**src/rtl/core/nnr_pkg.sv**
```systemverilog
package nnr_pkg;

  localparam int SAMPLE_W   = 16;
  localparam int RATE_W     = 18;
  localparam int GAIN_W     = 18;
  localparam int PHASE_W    = 19;
  localparam int WORD_W     = 32;
  localparam int PROD_W     = 35;
  localparam int MAG_W      = 34;
  localparam int EXP_W      = 6;
  localparam int MANT_W     = 24;
  localparam int FRAC_W     = 23;
  localparam int EXPF_W     = 8;
  localparam int CFG_IDX_W  = 3;
  localparam int CFG_DATA_W = 18;
  localparam int DIV_CNT_W  = $clog2(RATE_W + 1);

  // float32 exponent field = msb position of the product + 127 - 31
  localparam logic [EXPF_W-1:0] FLT_EXP_OFS = 8'd96;

  localparam logic [RATE_W-1:0] SOURCE_RATE_RST = 18'd48000;
  localparam logic [RATE_W-1:0] TARGET_RATE_RST = 18'd48000;
  localparam logic [GAIN_W-1:0] GAIN_RST        = 18'd65536;

  typedef enum logic [CFG_IDX_W-1:0] {
    CFG_SOURCE_RATE   = 3'd0,
    CFG_TARGET_RATE   = 3'd1,
    CFG_STEREO_SOURCE = 3'd2,
    CFG_FLOAT_OUTPUT  = 3'd3,
    CFG_GAIN          = 3'd4
  } cfg_idx_t;

  typedef enum logic [2:0] {
    ST_IDLE,
    ST_MUL,
    ST_ABS,
    ST_NORM,
    ST_PACK,
    ST_EMIT
  } nnr_state_t;

  typedef struct packed {
    logic accept;
    logic mul;
    logic abs_load;
    logic norm;
    logic pack;
    logic emit;
  } nnr_cmd_t;

  typedef struct packed {
    logic skip;
    logic work_done;
    logic out_free;
    logic last_one;
  } nnr_sts_t;

endpackage

```
**src/rtl/core/nnr_div.sv**
```systemverilog
module nnr_div import nnr_pkg::*; (
  input  logic              clk,
  input  logic              rst_n,
  input  logic              start,
  input  logic [RATE_W-1:0] dividend,
  input  logic [RATE_W-1:0] divisor,
  output logic              busy,
  output logic [RATE_W-1:0] quot,
  output logic [RATE_W-1:0] rem
);

  logic [RATE_W-1:0]    n_r, n_nxt;
  logic [RATE_W-1:0]    d_r, d_nxt;
  logic [RATE_W-1:0]    rem_r, rem_nxt;
  logic [DIV_CNT_W-1:0] iter_r, iter_nxt;
  logic [RATE_W:0]      trial;
  logic [RATE_W:0]      diff;
  logic                 ge;

  assign trial = {rem_r, n_r[RATE_W-1]};
  assign diff  = trial - {1'b0, d_r};
  assign ge    = (trial >= {1'b0, d_r});
  assign busy  = (iter_r != '0);
  assign quot  = n_r;
  assign rem   = rem_r;

  // Restoring division, one quotient bit per cycle, MSB first.
  always_comb begin
    n_nxt    = n_r;
    d_nxt    = d_r;
    rem_nxt  = rem_r;
    iter_nxt = iter_r;
    if (start) begin
      n_nxt    = dividend;
      d_nxt    = divisor;
      rem_nxt  = '0;
      iter_nxt = DIV_CNT_W'(RATE_W);
    end else if (busy) begin
      rem_nxt  = ge ? diff[RATE_W-1:0] : trial[RATE_W-1:0];
      n_nxt    = {n_r[RATE_W-2:0], ge};
      iter_nxt = iter_r - DIV_CNT_W'(1);
    end
  end

  always_ff @(posedge clk) begin
    if (!rst_n) begin
      iter_r <= '0;
    end else begin
      iter_r <= iter_nxt;
    end
  end

  always_ff @(posedge clk) begin
    n_r   <= n_nxt;
    d_r   <= d_nxt;
    rem_r <= rem_nxt;
  end

endmodule

```
**src/rtl/core/nnr_dp.sv**
```systemverilog
module nnr_dp import nnr_pkg::*; #(
  parameter int MAX_RUN = 64
) (
  input  logic                        clk,
  input  logic                        rst_n,
  input  logic                        cfg_wr_en,
  input  logic [CFG_IDX_W-1:0]        cfg_index,
  input  logic [CFG_DATA_W-1:0]       cfg_data,
  input  logic signed [SAMPLE_W-1:0]  left_sample,
  input  logic signed [SAMPLE_W-1:0]  right_sample,
  input  nnr_cmd_t                    cmd,
  output nnr_sts_t                    sts,
  output logic                        out_tvalid,
  input  logic                        out_tready,
  output logic [WORD_W-1:0]           out_tdata,
  output logic                        out_tlast
);

  localparam int CNT_W = $clog2(MAX_RUN + 1);

  // configuration
  logic [RATE_W-1:0] src_r, src_nxt;
  logic [RATE_W-1:0] tgt_r, tgt_nxt;
  logic              stereo_r, stereo_nxt;
  logic              float_r, float_nxt;
  logic [GAIN_W-1:0] gain_r, gain_nxt;

  logic [PHASE_W-1:0]              phase_r, phase_nxt;
  logic signed [SAMPLE_W-1:0]      s_r, s_nxt;
  logic signed [PROD_W-1:0]        prod_r, prod_nxt;
  logic [MAG_W-1:0]                mag_r, mag_nxt;
  logic [EXP_W-1:0]                exp_r, exp_nxt;
  logic [WORD_W-1:0]               word_r, word_nxt;
  logic [CNT_W-1:0]                cnt_r, cnt_nxt;
  logic                            out_valid_r, out_valid_nxt;
  logic [WORD_W-1:0]               out_data_r, out_data_nxt;
  logic                            out_last_r, out_last_nxt;

  logic [RATE_W-1:0]          src_eff, tgt_eff;
  logic                       skip;
  logic                       div_busy;
  logic [RATE_W-1:0]          div_quot, div_rem;
  logic [RATE_W-1:0]          div_dividend;
  logic signed [SAMPLE_W:0]   lr_sum, lr_adj;
  logic signed [PROD_W-1:0]   s_ext, gain_ext;
  logic                       norm_done;
  logic signed [PROD_W-1:0]   biased;
  logic signed [PROD_W-17:0]  q16;
  logic [SAMPLE_W-1:0]        i16;
  logic [WORD_W-1:0]          int_word;
  logic [MANT_W-1:0]          mant;
  logic                       rnd_up;
  logic [MANT_W:0]            mant_rnd;
  logic [FRAC_W-1:0]          frac;
  logic [EXPF_W-1:0]          exp_field;
  logic [WORD_W-1:0]          flt_word;

  assign src_eff = (src_r == '0) ? RATE_W'(1) : src_r;
  assign tgt_eff = (tgt_r == '0) ? RATE_W'(1) : tgt_r;
  assign skip    = (phase_r >= {1'b0, tgt_eff});

  assign div_dividend = RATE_W'({1'b0, tgt_eff} - phase_r - PHASE_W'(1));

  // ceil((tgt - r) / src) = floor((tgt - r - 1) / src) + 1
  nnr_div u_div (
    .clk      (clk),
    .rst_n    (rst_n),
    .start    (cmd.accept && !skip),
    .dividend (div_dividend),
    .divisor  (src_eff),
    .busy     (div_busy),
    .quot     (div_quot),
    .rem      (div_rem)
  );

  assign lr_sum   = {left_sample[SAMPLE_W-1], left_sample} +
                    {right_sample[SAMPLE_W-1], right_sample};
  assign lr_adj   = lr_sum + (SAMPLE_W+1)'(lr_sum[SAMPLE_W]);
  assign s_ext    = PROD_W'(s_r);
  assign gain_ext = PROD_W'({1'b0, gain_r});

  assign norm_done = mag_r[MAG_W-1] || (mag_r == '0);

  // int16: truncate toward zero, then saturate
  assign biased = prod_r + (prod_r[PROD_W-1] ? PROD_W'(65535) : PROD_W'(0));
  assign q16    = biased[PROD_W-1:16];
  always_comb begin
    if (q16 > (PROD_W-16)'(32767)) begin
      i16 = 16'h7FFF;
    end else if (q16 < -(PROD_W-16)'(32768)) begin
      i16 = 16'h8000;
    end else begin
      i16 = q16[SAMPLE_W-1:0];
    end
  end
  assign int_word = {{(WORD_W-SAMPLE_W){i16[SAMPLE_W-1]}}, i16};

  // float32: round to nearest even on the normalized magnitude
  assign mant      = mag_r[MAG_W-1 -: MANT_W];
  assign rnd_up    = mag_r[MAG_W-MANT_W-1] &&
                     ((|mag_r[MAG_W-MANT_W-2:0]) || mag_r[MAG_W-MANT_W]);
  assign mant_rnd  = {1'b0, mant} + (MANT_W+1)'(rnd_up);
  assign frac      = mant_rnd[MANT_W] ? mant_rnd[FRAC_W:1] : mant_rnd[FRAC_W-1:0];
  assign exp_field = EXPF_W'(exp_r) + FLT_EXP_OFS + EXPF_W'(mant_rnd[MANT_W]);
  assign flt_word  = (prod_r == '0) ? {s_r[SAMPLE_W-1], {(WORD_W-1){1'b0}}}
                                    : {s_r[SAMPLE_W-1], exp_field, frac};

  always_comb begin
    src_nxt    = src_r;
    tgt_nxt    = tgt_r;
    stereo_nxt = stereo_r;
    float_nxt  = float_r;
    gain_nxt   = gain_r;
    if (cfg_wr_en) begin
      case (cfg_idx_t'(cfg_index))
        CFG_SOURCE_RATE:   src_nxt    = cfg_data[RATE_W-1:0];
        CFG_TARGET_RATE:   tgt_nxt    = cfg_data[RATE_W-1:0];
        CFG_STEREO_SOURCE: stereo_nxt = cfg_data[0];
        CFG_FLOAT_OUTPUT:  float_nxt  = cfg_data[0];
        CFG_GAIN:          gain_nxt   = cfg_data[GAIN_W-1:0];
        default: ;
      endcase
    end
  end

  always_comb begin
    phase_nxt     = phase_r;
    s_nxt         = s_r;
    prod_nxt      = prod_r;
    mag_nxt       = mag_r;
    exp_nxt       = exp_r;
    word_nxt      = word_r;
    cnt_nxt       = cnt_r;
    out_valid_nxt = out_valid_r;
    out_data_nxt  = out_data_r;
    out_last_nxt  = out_last_r;

    if (cmd.accept) begin
      s_nxt = stereo_r ? lr_adj[SAMPLE_W:1] : left_sample;
      if (skip) begin
        phase_nxt = phase_r - {1'b0, tgt_eff};
      end
    end
    if (cmd.mul) begin
      prod_nxt = PROD_W'(s_ext * gain_ext);
    end
    if (cmd.abs_load) begin
      mag_nxt = prod_r[PROD_W-1] ? MAG_W'(-prod_r) : MAG_W'(prod_r);
      exp_nxt = EXP_W'(MAG_W - 1);
    end
    if (cmd.norm && !norm_done) begin
      if (mag_r[MAG_W-1 -: 8] == '0) begin
        mag_nxt = {mag_r[MAG_W-9:0], 8'd0};
        exp_nxt = exp_r - EXP_W'(8);
      end else begin
        mag_nxt = {mag_r[MAG_W-2:0], 1'b0};
        exp_nxt = exp_r - EXP_W'(1);
      end
    end
    if (cmd.pack) begin
      word_nxt  = float_r ? flt_word : int_word;
      phase_nxt = PHASE_W'(src_eff - div_rem - RATE_W'(1));
      cnt_nxt   = (div_quot >= RATE_W'(MAX_RUN)) ? CNT_W'(MAX_RUN)
                                                 : CNT_W'(div_quot + RATE_W'(1));
    end

    if (cmd.emit) begin
      out_valid_nxt = 1'b1;
      out_data_nxt  = word_r;
      out_last_nxt  = (cnt_r == CNT_W'(1));
      cnt_nxt       = cnt_r - CNT_W'(1);
    end else if (out_tready) begin
      out_valid_nxt = 1'b0;
    end
  end

  always_ff @(posedge clk) begin
    if (!rst_n) begin
      src_r       <= SOURCE_RATE_RST;
      tgt_r       <= TARGET_RATE_RST;
      stereo_r    <= 1'b0;
      float_r     <= 1'b0;
      gain_r      <= GAIN_RST;
      phase_r     <= '0;
      cnt_r       <= '0;
      out_valid_r <= 1'b0;
    end else begin
      src_r       <= src_nxt;
      tgt_r       <= tgt_nxt;
      stereo_r    <= stereo_nxt;
      float_r     <= float_nxt;
      gain_r      <= gain_nxt;
      phase_r     <= phase_nxt;
      cnt_r       <= cnt_nxt;
      out_valid_r <= out_valid_nxt;
    end
  end

  always_ff @(posedge clk) begin
    s_r        <= s_nxt;
    prod_r     <= prod_nxt;
    mag_r      <= mag_nxt;
    exp_r      <= exp_nxt;
    word_r     <= word_nxt;
    out_data_r <= out_data_nxt;
    out_last_r <= out_last_nxt;
  end

  assign sts.skip      = skip;
  assign sts.work_done = norm_done && !div_busy;
  assign sts.out_free  = !out_valid_r || out_tready;
  assign sts.last_one  = (cnt_r == CNT_W'(1));

  assign out_tvalid = out_valid_r;
  assign out_tdata  = out_data_r;
  assign out_tlast  = out_last_r;

endmodule

```
**src/rtl/core/nnr_ctrl.sv**
```systemverilog
module nnr_ctrl import nnr_pkg::*; (
  input  logic     clk,
  input  logic     rst_n,
  input  logic     in_tvalid,
  output logic     in_tready,
  input  nnr_sts_t sts,
  output nnr_cmd_t cmd
);

  nnr_state_t state_r, state_nxt;

  always_comb begin
    state_nxt = state_r;
    case (state_r)
      ST_IDLE: begin
        if (in_tvalid && !sts.skip) begin
          state_nxt = ST_MUL;
        end
      end
      ST_MUL:  state_nxt = ST_ABS;
      ST_ABS:  state_nxt = ST_NORM;
      ST_NORM: begin
        if (sts.work_done) begin
          state_nxt = ST_PACK;
        end
      end
      ST_PACK: state_nxt = ST_EMIT;
      ST_EMIT: begin
        if (sts.out_free && sts.last_one) begin
          state_nxt = ST_IDLE;
        end
      end
      default: state_nxt = ST_IDLE;
    endcase
  end

  always_comb begin
    cmd       = '0;
    in_tready = 1'b0;
    case (state_r)
      ST_IDLE: begin
        in_tready  = 1'b1;
        cmd.accept = in_tvalid;
      end
      ST_MUL:  cmd.mul      = 1'b1;
      ST_ABS:  cmd.abs_load = 1'b1;
      ST_NORM: cmd.norm     = 1'b1;
      ST_PACK: cmd.pack     = 1'b1;
      ST_EMIT: cmd.emit     = sts.out_free;
      default: ;
    endcase
  end

  always_ff @(posedge clk) begin
    if (!rst_n) begin
      state_r <= ST_IDLE;
    end else begin
      state_r <= state_nxt;
    end
  end

endmodule

```
**src/rtl/core/nearest_neighbor_resampler_core.sv**
```systemverilog
// Nearest-neighbor sample rate converter. Each input transfer carries one PCM
// frame; stereo frames are averaged (truncated toward zero), mono frames use
// the left sample. The frame then produces every output frame whose nearest
// source index it is, zero up to MAX_RUN of them, each scaled by the Q16 gain
// and given as a saturated int16 or as float32 bits, with tlast on the final
// one of the run. An input that owns no output is taken without leaving idle;
// one that owns outputs passes the multiply, magnitude, normalize (waiting
// also for the 18-step serial divider that works out the run length) and pack
// states, then yields one output frame per cycle while the sink keeps up; the
// next input is taken as soon as the last result of the run sits in the output
// register. Rates and gain may be written only while the block is idle.
module nearest_neighbor_resampler_core import nnr_pkg::*; #(
  parameter int MAX_RUN = 64
) (
  input  logic                  clk,
  input  logic                  rst_n,
  // input frame stream
  input  logic                  in_tvalid,
  output logic                  in_tready,
  input  logic [31:0]           in_tdata,   // [15:0] left_sample, [31:16] right_sample
  // result stream
  output logic                  out_tvalid,
  input  logic                  out_tready,
  output logic [WORD_W-1:0]     out_tdata,  // [31:0] sample_word
  output logic                  out_tlast,  // run_last
  // register writes
  input  logic                  cfg_wr_en,
  input  logic [CFG_IDX_W-1:0]  cfg_index,
  input  logic [CFG_DATA_W-1:0] cfg_data
);

  nnr_cmd_t cmd;
  nnr_sts_t sts;

  // Sequence one frame: take it, multiply, normalize, pack, then emit the run.
  nnr_ctrl u_ctrl (
    .clk       (clk),
    .rst_n     (rst_n),
    .in_tvalid (in_tvalid),
    .in_tready (in_tready),
    .sts       (sts),
    .cmd       (cmd)
  );

  // Hold the registers, phase remainder, arithmetic and the output register.
  nnr_dp #(
    .MAX_RUN (MAX_RUN)
  ) u_dp (
    .clk          (clk),
    .rst_n        (rst_n),
    .cfg_wr_en    (cfg_wr_en),
    .cfg_index    (cfg_index),
    .cfg_data     (cfg_data),
    .left_sample  ($signed(in_tdata[15:0])),
    .right_sample ($signed(in_tdata[31:16])),
    .cmd          (cmd),
    .sts          (sts),
    .out_tvalid   (out_tvalid),
    .out_tready   (out_tready),
    .out_tdata    (out_tdata),
    .out_tlast    (out_tlast)
  );

endmodule

```
**config.mk**
```make
export PLATFORM = sky130hd
export DESIGN_NAME = nearest_neighbor_resampler_core
export DESIGN_NICKNAME = d
export VERILOG_FILES = /design/src/rtl/core/nnr_pkg.sv /design/src/rtl/core/nnr_div.sv /design/src/rtl/core/nnr_dp.sv /design/src/rtl/core/nnr_ctrl.sv /design/src/rtl/core/nearest_neighbor_resampler_core.sv
export SDC_FILE = /design/constraint.sdc
export NUM_CORES = 1
export LEC_CHECK = 0
export BUFFER_PORTS_ARGS = -buffer_cell sky130_fd_sc_hd__buf_2
export CAP_MARGIN = 20
export CORE_ASPECT_RATIO = 1.1
export CORE_MARGIN = 8
export CORE_UTILIZATION = 46
export CTS_CLUSTER_DIAMETER = 60
export CTS_CLUSTER_SIZE = 20
export DETAILED_ROUTE_END_ITERATION = 8
export HOLD_SLACK_MARGIN = 0.08
export PLACE_DENSITY = 0.6
export SYNTH_ARGS = -nofsm -noshare
export SYNTH_HDL_FRONTEND = slang
export SYNTH_SLANG_ARGS = --single-unit
```
**constraint.sdc**
```tcl
create_clock -name clk -period 8.1 [get_ports clk]
set_input_delay 0.81 -clock clk [delete_from_list [all_inputs] [get_ports clk]]
set_output_delay 0.81 -clock clk [all_outputs]
set_load 0.01 [all_outputs]
```
# Yosys cells after proc, flatten, opt, wreduce, memory -nomap -nowiden
# Cells that the tools add are included.
[totals]
regBits = 301
in_bits = 58
[op_classes]
magnitude_cmp = 5
mux = 40
n_bitwise = 1
addsub = 18
multipliers = 1
n_eq_ne = 13
n_reduce_logical = 36
[op_table]
columns = ["cell", "count"]
rows = [
  ["34-bit 2-to-1 mux", 4],
  ["18-bit 2-to-1 mux", 5],
  ["16-bit 2-to-1 mux", 4],
  ["19-bit 2-to-1 mux", 3],
  ["19-bit by 18-bit greater-or-equal comparator with 1-bit output", 2],
  ["18-bit zero test", 2],
  ["18-bit subtractor", 2],
  ["35-bit by 17-bit adder with 35-bit output", 1],
  ["35-bit zero test", 1],
  ["16-bit by 19-bit multiplier with 35-bit output", 1],
  ["34-bit zero test", 1],
  ["34-bit negation", 1],
  ["32-bit 2-to-1 mux", 1],
  ["31-bit 2-to-1 mux", 1],
  ["24-bit by 1-bit adder with 25-bit output", 1],
  ["23-bit 2-to-1 mux", 1],
  ["7-bit 2-to-1 mux", 3],
  ["19-bit by 16-bit greater-than comparator with 1-bit output (second input constant)", 1],
  ["19-bit by 16-bit < comparator with 1-bit output (second input constant)", 1],
  ["18-bit by 18-bit subtractor with 19-bit output", 1],
  ["19-bit by 1-bit subtractor with 19-bit output (second input constant)", 1],
  ["19-bit by 18-bit subtractor with 19-bit output", 1],
  ["18-bit by 7-bit greater-or-equal comparator with 1-bit output (second input constant)", 1],
  ["6-bit 2-to-1 mux", 3],
  ["other kinds (32)", 71],
]

# Longest topological paths before layout
# Gate-level depths: netlist of run 1.
[logic_depth]
ltp_word = 7
depth_mapped = 24

# Cells and area by module
# From an unflattened synthesis of run 1, not the netlist that was laid out.
[unflattened]
cells_unflattened = 3239
hier_area_um2 = 28987.8
[by_module_without_submodules]
columns = ["module", "n_inst", "cells_each", "seq_area_each_um2", "area_each_um2"]
rows = [
  ["nnr_dp", 1, 2854, 6346.1, 25246.7],
  ["nnr_div", 1, 356, 1541.5, 3525.9],
  ["nnr_ctrl", 1, 29, 60.1, 215.2],
]

# Least setup slack after synthesis of run 1
# OpenSTA, ideal clock, no wires.
[synth_path]
path_kind = "register to register"
start = "register u_dp.s_r[15]"
end = "register u_dp.prod_r[34], data pin"
t_required_ns = 7.844
path_buffers = 1
path_slack_ns = 1.704
stages_incl_launch_ff = 22
t_arrival_ns = 6.139
synth_period_minus_slack_ns = 6.396
path_cell_list = "edfxtp_1 -> inv_1 -> clkbuf_1 -> nor2_1 -> fa_1 -> fa_1 -> fa_1 -> fa_1 -> fa_1 -> inv_1 -> fa_1 -> inv_1 -> ha_1 -> a21o_1 -> a21oi_1 -> o21ai_0 -> a2bb2oi_1 -> o31ai_1 -> a221oi_1 -> o211a_1 -> a31oi_1 -> and4b_1"
[synth_between]
elab_chain_cells = 1
[synth_lines]
columns = ["item", "line_no", "source"]
rows = [
  ["start: declaration", "nnr_dp.sv:29", "logic signed [SAMPLE_W-1:0] s_r, s_nxt;"],
  ["start signal: assignment", "nnr_dp.sv:200", "s_r <= s_nxt;"],
  ["16-bit by 19-bit multiplier with 35-bit output", "nnr_dp.sv:145", "prod_nxt = PROD_W'(s_ext * gain_ext);"],
  ["end signal: assignment", "nnr_dp.sv:201", "prod_r <= prod_nxt;"],
  ["end: declaration", "nnr_dp.sv:30", "logic signed [PROD_W-1:0] prod_r, prod_nxt;"],
]
# No other way between the ends.
# A chain may end at the register's enable or synchronous reset.

# Final worst setup path of run 1
[layout_path]
start = "register u_dp.s_r[6]"
end = "register u_dp.prod_r[34], data pin"
# Same word-level chain as after synthesis.

==> metrics.md, run 1 <==
| Metric | Value |
|---|---|
| Outcome | finished clean |
| Yosys warning total | 0 |
| Hold_buf cts | 0 |
| Critical path data required time | 8450 ps |
| Core ar. | 60700 um2 |
| Via count | 21.9k |
| First-pass GRT wire length | 120000 um |
| Endpoints failing setup | 0 |
| Share of cells above drive strength 1 | 6.63% |
| Ports | 93 |
| Final setup TNS | 0 ps |
| H-tree depth | 1 |
| Initial Utilization | 46.3% |
| Post-Syn Area | 28100 um2 |
| CP Capture Type | flop |
| Vias in the first global route | 22.6k |
| R2R Setup Slk | 910 ps |
| Fraction of registers with async set/reset | 0% |
| CP bufs+invs | 5 |
| Fin util | 49.9% |
| Vias per cell | 5.55 |
| Clock Skew | 35.8 ps |
| DRC violation count after routing | 0 |
| Crit path max fanout | 18 |
| CP startpoint | u_dp.s_r[6]$_DFFE_PP_ |
| WL final | 73400 um |
| Top-area cell type share of the netlist area | 20.5% |
| Crit path cell chain | and2_1, fa_1, inv_1, fa_1, inv_1, ha_1, fa_1, inv_1, fa_1, fa_1, inv_1, ha_1, nand2_1, or3_1, a21oi_1, o31ai_1, buf_4, o31ai_1, a221oi_1, o21ai_0, a31oi_1, and4b_1 |
| Final net count | 3620 |
| NetSw | 3.78 mW |
| Period utilization | 88.7% |
| P_int | 4.76 mW |
| Cell family with the largest share of critical-path delay | adder cells |
| Cells after Synth | 3112 |
| Num rows | 95 |
| CP startpoint kind | flop |
| FF+latch count, synth | 301 |
| DIE AREA | 69300 um2 |
| Syn Area/Cell | 9.03 um2 |
| VDD IR-drop max | 0.244 mV |
| Worst EP arrival | 7540 ps |
| Worst Hold Launch | u_dp.word_r[6]$_DFFE_PP_ |
| Number of max-capacitance violations reported | 0 |
| Max Clock Freq | 0.139 GHz |
| Initial antenna violation count | 0 |
| Largest net degree at the start of global routing | 59 |
| Total track usage | 21.3% |
| Area contributors post-synth | edfxtp_1 (21%), fa_1 (16%), ha_1 (11%), dfxtp_1 (7.8%), inv_1 (5.2%) |
| Logic pwr share | 48.8% |
| Tightest Pin Transition | 1100 ps |
| Die X | 252 um |
| Reg power frac | 32.3% |
| Port bufs | 92 |
| Clock root cell | clkbuf_16 |
| Leak | 13.2 nW |
| Yosys top cell by area | edfxtp_1 |
| CTS tree | done |
| WS Path Type | flop to flop |
| Max-slew violations | 0 |
| Clock share of power | 18.9% |
| Minimum clock period | 7190 ps |
| Slew HR | 26.4% |
| R2r startpoint | u_dp.s_r[6]$_DFFE_PP_ |
| RSZ-0062 raised after global routing | no |
| PostCTS Resize Cnt | 0 |
| Avg WL per Cell | 18.6 um |
| Num CTS Buffers | 31 |
| Worst-Skew Late Latency | 610 ps |
| Reg clk slew, reported paths | 80 ps |
| Post-route ant nets | 0 |
| Die Y-Extent | 275 um |
| Worst hold path type | flop to flop |
| Area delta synth->final | 7.84% |
| Detailed placer's ending HPWL | 56700 um |
| Syn Nets | 3637 |
| DR pass1 iterations | 5 |
| Total grt overflow | 0 |
| Top FF cell, synth | edfxtp_1 |
| Number of clock sinks | 301 |
| PD cells | 282 nW/um2 |
| Netlist cell types | 79 |
| 1st-iter DRT viols | 1356 |
| Post-CTS setup buffers | 0 |
| EDFF count, synth | 192 |
| Seq/Total Area, Yosys | 28.3% |
| Clock tree buffer depth | 3 |
| Final GP Congestion | 0.919 |
| Ant. Diodes | 0 |
| Switch share | 44.2% |
| CP peak stage delay | 620 ps |
| Final Hold Fails | 0 |
| Crit-path most repeated cell | fa_1 |
| CP max-delay cell | edfxtp_1 |
[power groups by stage]
stage | clock network, mW | logic [mW] | registers [mW]
floorplan | 0 | 3.22 | 2.53
detailed placement | 0 | 4.16 | 2.78
global placement | 0 | 4.11 | 2.76
finish | 1.62 | 4.17 | 2.76
CTS | 1.65 | 4.19 | 2.75
global route | 1.72 | 4.71 | 2.81
[sequential cells by signal, indices dropped and copies added (netlist names), 3 cells and up]
name	count
u_dp.u_div.d_r	18
u_dp.word_r	32
u_dp.mag_r	34
u_dp.s_r	16
u_dp.u_div.quot	18
u_dp.u_div.rem	18
u_dp.u_div.iter_r	5
u_ctrl.state_r	3
u_dp.cnt_r	7
u_dp.exp_r	6
u_dp.tgt_r	18
u_dp.out_tdata	32
u_dp.gain_r	18
u_dp.prod_r	35
u_dp.phase_r	19
u_dp.src_r	18
[worst paths after layout]
path | endpoint | cells past startpoint
hold reg to reg | u_dp.out_tdata[6]$_DFFE_PP_ | 0
setup reg to reg | u_dp.prod_r[34]$_DFFE_PP_ | 22
setup / recovery | u_dp.prod_r[34]$_DFFE_PP_ | 22
hold / removal | u_dp.out_tdata[6]$_DFFE_PP_ | 0
[layer usage]
metal | routed length [um] | share of wire (%) | GRT usage, %
met5 | 0 | 0 | 0
met4 | 2200 | 3.0 | 6.34
met3 | 3180 | 4.3 | 2.25
met2 | 36400 | 50 | 38.3
met1 | 31600 | 43 | 26.9
[cells by family (layout without fill, tap and decap cells)]
family	count (synthesis)	count (layout)	synth area share [%]
AO/OA/AOI/OAI	615	615	13.9
multiplexers	32	32	1.21
adder cells (fa/ha/maj)	467	467	26.8
AND/OR/NAND/NOR	959	959	16.6
XOR/XNOR	185	185	5.77
buffers and inverters	553	561	7.42
flip-flops	301	301	28.3
[placed cells by master (no fill, tap or decap), types with 26 or more instances in the layout]
| cell type | count |
|---|---|
| ha_1 | 241 |
| nor3_1 | 46 |
| nand2b_1 | 27 |
| a21o_1 | 48 |
| xor2_1 | 86 |
| and2_1 | 158 |
| buf_2 | 92 |
| o21ai_0 | 122 |
| o31ai_1 | 26 |
| clkbuf_16 | 31 |
| a211oi_1 | 53 |
| xnor2_1 | 99 |
| fa_1 | 226 |
| inv_1 | 387 |
| edfxtp_1 | 192 |
| a21oi_1 | 205 |
| nand2_1 | 365 |
| dfxtp_1 | 109 |
| nor2_1 | 157 |
| nand3_1 | 57 |
| o21a_1 | 26 |
[synthesized netlist by cell type, drive strengths merged (18+ instances only)]
cell and instances:
inv 389, nand2 365, ha 241, fa 226
a21oi 205, edfxtp 192, and2 158, nor2 157
clkbuf 149, o21ai 122, dfxtp 109, xnor2 99
xor2 86, nand3 57, a211oi 53, a21o 48
nor3 46, nand2b 27, o21a 26, o31ai 26
and3 25, mux2i 25, nor4 25, nand4 19
o211ai 18
[cell type report]
type                            instances  area, um2
Clock buffer                           32        790
Clock inverter                         26        369
Fill cell                            5755      30400
Inverter                              390       1460
Multi-Input combinational cell       2258      18100
Sequential cell                       301       7950
Tap cell                              824       1030
Timing Repair Buffer                  113        618
[stage by stage]
stage	hold WS (ps)	power (mW)	cells	instance area, um2	setup slack (ps)
finish	421	8.54	3944	30300	912
global placement	403	6.86	3886	29100	1160
detailed placement	405	6.93	3886	29100	976
floorplan	400	5.75	3112	28100	1700
global route	426	9.24	3944	30300	615
CTS	420	8.59	3944	30300	961
[worst reg2reg max path, delay by kind of cell, from the launching register on]
kind                     cells  cell delay (ps)
adder cells (fa/ha/maj)      7             3220
AO/OA/AOI/OAI                6             1750
AND/OR/NAND/NOR              4              990
flip-flops                   1              620
buffers and inverters        5              370
No activity file was read; power rests on OpenSTA's default activity.
==> run 2, diff against run 1 <==
--- a/config.mk
+++ b/config.mk
@@ -8,13 +8,13 @@
 export BUFFER_PORTS_ARGS = -buffer_cell sky130_fd_sc_hd__buf_2
 export CAP_MARGIN = 20
 export CORE_ASPECT_RATIO = 1.1
-export CORE_MARGIN = 8
 export CORE_UTILIZATION = 46
 export CTS_CLUSTER_DIAMETER = 60
 export CTS_CLUSTER_SIZE = 20
 export DETAILED_ROUTE_END_ITERATION = 8
 export HOLD_SLACK_MARGIN = 0.08
 export PLACE_DENSITY = 0.6
+export SLEW_MARGIN = 20
 export SYNTH_ARGS = -nofsm -noshare
 export SYNTH_HDL_FRONTEND = slang
 export SYNTH_SLANG_ARGS = --single-unit
==> run 2 against run 1 <==
Final cell count down 0.28%. Maximum frequency is 0.71% higher. Routed wire length decreased by 1.2%. Clock skew rose by 2.3 ps. Sequential cell count did not move. Non-clock buffer count down 2. Clock power decreased by 6%. First-iteration DRC count is 20% higher. Sequential share of layout area rose by 0.075 points. Worst setup slack improved by 51 ps. Combinational power hardly changed.
==> metrics.md, run 2 (synthesis results as in run 1) <==
| Metric | Value |
|---|---|
| R2R Setup Slk | 960 ps |
| Placed insts | 3876 |
| Vias per cell | 5.56 |
| Total grt overflow | 0 |
| Commonest non-fill, non-tap cell in the layout | inv_1 |
| Minimum clock period | 7140 ps |
| End of the worst register-to-register path | u_dp.prod_r[34]$_DFFE_PP_ |
| Total track usage | 23.8% |
| Port bufs | 92 |
| CP startpoint kind | flop |
| Max-slew violations | 0 |
| Share of cells above drive strength 1 | 6.54% |
| GRT met1 Usage | 30.0% |
| DIE AREA | 62100 um2 |
| Final net count | 3618 |
| PD cells | 280 nW/um2 |
| Area delta synth->final | 7.53% |
| Endpoints failing setup | 0 |
| Reg clk slew, reported paths | 80 ps |
| Slew HR | 28.2% |
| Crit path max fanout | 18 |
| PostCTS Resize Cnt | 0 |
| Vias in the first global route | 22.3k |
| Worst hold path type | flop to flop |
| CP Capture Type | flop |
| Final setup TNS | 0 ps |
| DRC violation count after routing | 0 |
| Via count | 21.9k |
| Num rows | 94 |
| Clock Skew | 38.1 ps |
| Worst hold stages | 0 |
| Die Y-Extent | 261 um |
| Clock tree buffer depth | 3 |
| Worst EP arrival | 7490 ps |
| GRT Max-Usage Layer | met2 |
| VDD IR-drop max | 0.184 mV |
| # fillers | 5682 |
| Number of max-capacitance violations reported | 0 |
| Final Hold Fails | 0 |
| Number of clock sinks | 301 |
| Met2 Resource Use GR | 42.4% |
| Post-CTS setup buffers | 0 |
| Clock root cell | clkbuf_16 |
| H-tree depth | 1 |
| Max Clock Freq | 0.140 GHz |
| Top reg by flops | u_dp.prod_r |
| Worst-Skew Late Latency | 630 ps |
| Post-route ant nets | 0 |
| Die X | 238 um |
| Initial Utilization | 46.7% |
| Core ar. | 60100 um2 |
| Initial antenna violation count | 0 |
| Leading cell types in the layout, fill and taps excluded | inv_1 (387), nand2_1 (364), ha_1 (241) |
| Num CTS Buffers | 31 |
| Endpoint, Worst Hold | u_dp.out_tdata[17]$_DFFE_PP_ |
| Final non-filler cell total | 3933 |
| First-pass GRT wire length | 117000 um |
| Ant. Diodes | 0 |
| CP startpoint | u_dp.s_r[6]$_DFFE_PP_ |
| 1st-iter DRT viols | 1630 |
| Detailed placer's ending HPWL | 56400 um |
| RSZ-0062 raised after global routing | no |
| Tightest Pin Transition | 1060 ps |
| Final GP Congestion | 0.908 |
| Leak | 13.2 nW |
| CTS tree | done |
| Largest net degree at the start of global routing | 60 |
| Largest register FFs | 35 |
| Biggest regs | u_dp.prod_r (35), u_dp.mag_r (34) |
| Avg WL per Cell | 18.4 um |
| Period utilization | 88.1% |
| Worst Reg2Reg Path Length in Cells | 22 |
| DR pass1 iterations | 6 |
| GR Util met3 | 2.36% |
| R2r startpoint | u_dp.s_r[6]$_DFFE_PP_ |
| Critical path data required time | 8460 ps |
| Hold_buf cts | 0 |
| Outcome | finished clean |
| WL final | 72500 um |
| Ports | 93 |
| WS Path Type | flop to flop |
| Hold slack | 424 ps |
| Worst Hold Launch | u_dp.word_r[17]$_DFFE_PP_ |
[run 2: layout make-up]
type	count	area (um2)	area share, %
multi-input combinational	2258	18100	59.8
sequential	301	7950	26.3
tap	816	1020	3.38
clock buffer	33	805	2.66
clock inverter	24	290	0.961
inverter	390	1460	4.85
timing repair buffer	111	603	2.00
[run 2: where the power goes]
group / switching [mW] / internal (mW) / total [mW]
Clock: 0.733 / 0.799 / 1.53
Sequential: 0.506 / 2.25 / 2.75
Combinational: 2.49 / 1.68 / 4.16
[run 2: worst max-delay path, stage by stage, from the launching register on]
cell,delay (ps)
edfxtp_1,630
and2_1,290
fa_1,540
inv_1,60
fa_1,550
inv_1,50
ha_1,210
fa_1,530
inv_1,50
fa_1,470
fa_1,550
inv_1,40
ha_1,320
nand2_1,80
or3_1,370
a21oi_1,330
o31ai_1,130
buf_4,170
o31ai_1,540
a221oi_1,310
o21ai_0,300
a31oi_1,100
and4b_1,210
[run 2: layer usage]
metal	share of wire, %	up-vias	wire [um]
met4	3.3	0	2400
met1	43	10800	31400
li1	-	10500	-
met5	0	-	0
met3	4.3	119	3110
met2	49	515	35600
[run 2: stage by stage]
step / worst slack [ps] / utilization (%) / power, mW / cell area [um2]
after global routing: 659 / 50.3 / 9.14 / 30200
after CTS: 996 / 50.3 / 8.50 / 30200
after global placement: 1100 / 48.4 / 6.86 / 29100
after floorplan: 1700 / - / 5.75 / 28100
after detailed placement: 996 / 48.4 / 6.92 / 29100
final: 962 / 50.3 / 8.45 / 30200
[run 2: worst max-delay path by stage]
stage / depth (start not counted) / end / slack [ps]
2_1_floorplan: 21 / u_dp.prod_r[34]$_DFFE_PP_ / 1700
3_3_place_gp: 22 / u_dp.prod_r[34]$_DFFE_PP_ / 1100
3_5_place_dp: 22 / u_dp.prod_r[34]$_DFFE_PP_ / 1000
4_1_cts: 22 / u_dp.prod_r[34]$_DFFE_PP_ / 1000
5_1_grt: 21 / u_dp.prod_r[34]$_DFFE_PP_ / 660
6_report: 22 / u_dp.prod_r[34]$_DFFE_PP_ / 960
==> run 3, diff against run 2 <==
--- a/config.mk
+++ b/config.mk
@@ -13,7 +13,7 @@
 export CTS_CLUSTER_SIZE = 20
 export DETAILED_ROUTE_END_ITERATION = 8
 export HOLD_SLACK_MARGIN = 0.08
-export PLACE_DENSITY = 0.6
+export PLACE_DENSITY = 0.72
 export SLEW_MARGIN = 20
 export SYNTH_ARGS = -nofsm -noshare
 export SYNTH_HDL_FRONTEND = slang
==> run 3 against run 2 <==
Maximum frequency increased by 2.8%. Routed wire length decreased by 4.0%. Via count decreased by 1.1%. Die area unchanged. Sequential share of layout area about the same. Worst hold slack got worse by 4.1 ps. Combinational power about the same. Critical path type unchanged. Largest cell class unchanged. Highest routed layer unchanged.
==> metrics.md, run 3 (synthesis results as in run 1) <==
| Metric | Value |
|---|---|
| Worst EP arrival | 7420 ps |
| Final GP Congestion | 0.909 |
| Final setup TNS | 0 ps |
| Initial antenna violation count | 1 |
| Clock Skew | 31.7 ps |
| Final non-filler cell total | 3932 |
| WS Path Type | flop to flop |
| CTS tree | done |
| Placed insts | 3875 |
| Worst-Skew Late Latency | 610 ps |
| Core ar. | 60100 um2 |
| Avg WL per Cell | 17.7 um |
| Clock root cell | clkbuf_16 |
| Final net count | 3617 |
| Post-place setup slack | 1250 ps |
| Area taken by flip-flops and latches | 7950 um2 |
| Worst hold path type | flop to flop |
| Minimum clock period | 6950 ps |
| PD cells | 278 nW/um2 |
| Design area | 30200 um2 |
| Clock tree buffer depth | 3 |
| Endpoint, Worst Hold | u_dp.out_tdata[25]$_DFFE_PP_ |
| Period utilization | 85.8% |
| Area of the multi-input gates | 18100 um2 |
| Biggest regs | u_dp.prod_r (35), u_dp.mag_r (34) |
| Area delta synth->final | 7.44% |
| Die X | 238 um |
| R2r startpoint | u_dp.s_r[15]$_DFFE_PP_ |
| CP startpoint kind | flop |
| Max Clock Freq | 0.144 GHz |
| WL final | 69600 um |
| Largest net degree at the start of global routing | 73 |
| Vias per cell | 5.50 |
| Leading cell types in the layout, fill and taps excluded | inv_1 (387), nand2_1 (365), ha_1 (241) |
| Initial Utilization | 46.7% |
| Met2 Resource Use GR | 37.2% |
| Total track usage | 22.9% |
| Crit path max fanout | 12 |
| CP Capture Type | flop |
| Hold_buf cts | 0 |
| Worst Reg2Reg Path Length in Cells | 20 |
| Outcome | finished clean |
| First-pass GRT wire length | 114000 um |
| Leak | 13.2 nW |
| Post-CTS setup buffers | 0 |
| Critical path data required time | 8570 ps |
| End of the worst register-to-register path | u_dp.prod_r[34]$_DFFE_PP_ |
| Reg clk slew, reported paths | 70 ps |
| Final Hold Fails | 0 |
| Via count | 21.6k |
| Number of clock sinks | 301 |
| Share of cells above drive strength 1 | 6.48% |
| Commonest non-fill, non-tap cell in the layout | inv_1 |
| GR Util met3 | 3.33% |
| Top reg by flops | u_dp.prod_r |
| Num rows | 94 |
| PostCTS Resize Cnt | 0 |
| DIE AREA | 62100 um2 |
| 1st-iter DRT viols | 1549 |
| Post-route ant nets | 0 |
| Worst hold stages | 0 |
| Endpoints failing setup | 0 |
| Slew HR | 25.8% |
| Overall power | 8.38 mW |
| VDD IR-drop max | 0.189 mV |
| Detailed placer's ending HPWL | 53800 um |
| DR pass1 iterations | 9 |
| Port bufs | 92 |
| GRT Max-Usage Layer | met2 |
| Worst Hold Launch | u_dp.word_r[25]$_DFFE_PP_ |
| Max-slew violations | 0 |
| RSZ-0062 raised after global routing | no |
| Tightest Pin Transition | 1110 ps |
| Total grt overflow | 0 |
| R2R Setup Slk | 1150 ps |
| H-tree depth | 1 |
| Largest register FFs | 35 |
| # fillers | 5538 |
| DP Area | 29100 um2 |
| DRC violation count after routing | 0 |
| Num CTS Buffers | 30 |
| Vias in the first global route | 21.4k |
| Ports | 93 |
| Number of max-capacitance violations reported | 0 |
| GRT met1 Usage | 31.7% |
| Post-route setup slack | 1150 ps |
| Die Y-Extent | 261 um |
==> run 3: per-stage QoR <==
stage	hold slack, ps	util, %
after floorplan	400	-
after global placement	403	48.4
after detailed placement	405	48.4
after CTS	414	50.2
after global routing	428	50.2
final	420	50.2
==> run 3: final cells by class <==
type	instances	area share [%]
clock inverters	24	1.02
repair buffers	111	2.00
inverters	390	4.85
multi-input cells	2258	59.9
flip-flops and latches	301	26.3
well taps	816	3.38
clock buffers	31	2.50
diodes	1	0.00829
==> run 3: worst max path at each step <==
stage,to,cells past startpoint,startpoint
after floorplan,u_dp.prod_r[34]$_DFFE_PP_,21,u_dp.s_r[15]$_DFFE_PP_
after global placement,u_dp.prod_r[34]$_DFFE_PP_,22,u_dp.s_r[3]$_DFFE_PP_
after detailed placement,u_dp.prod_r[34]$_DFFE_PP_,20,u_dp.s_r[15]$_DFFE_PP_
after CTS,u_dp.prod_r[34]$_DFFE_PP_,22,u_dp.s_r[3]$_DFFE_PP_
after global routing,u_dp.prod_r[34]$_DFFE_PP_,20,u_dp.s_r[15]$_DFFE_PP_
final,u_dp.prod_r[34]$_DFFE_PP_,20,u_dp.s_r[15]$_DFFE_PP_
==> run 3: critical path, cell delays in order (launching register included) <==
cell	delay (ps)
edfxtp_1	540
inv_1	450
nor2_1	130
fa_1	530
fa_1	520
fa_1	520
fa_1	520
fa_1	550
inv_1	60
fa_1	530
inv_1	60
ha_1	350
a21o_1	200
a21oi_1	160
o21ai_0	130
a2bb2oi_1	170
o31ai_1	140
a221oi_1	610
o21ai_0	280
a31oi_1	170
and4b_1	190
==> run 3: report_power, final <==
group          internal [mW]  switching (mW)
Sequential              2.25           0.508
Clock                  0.765           0.723
Combinational           1.68            2.46
==> run 3: per-layer routing <==
metal / wire, um / part of all wire (%)
met4: 2140 / 3.1
met5: 0 / 0
met2: 31500 / 45
met3: 4860 / 7.0
met1: 31100 / 45
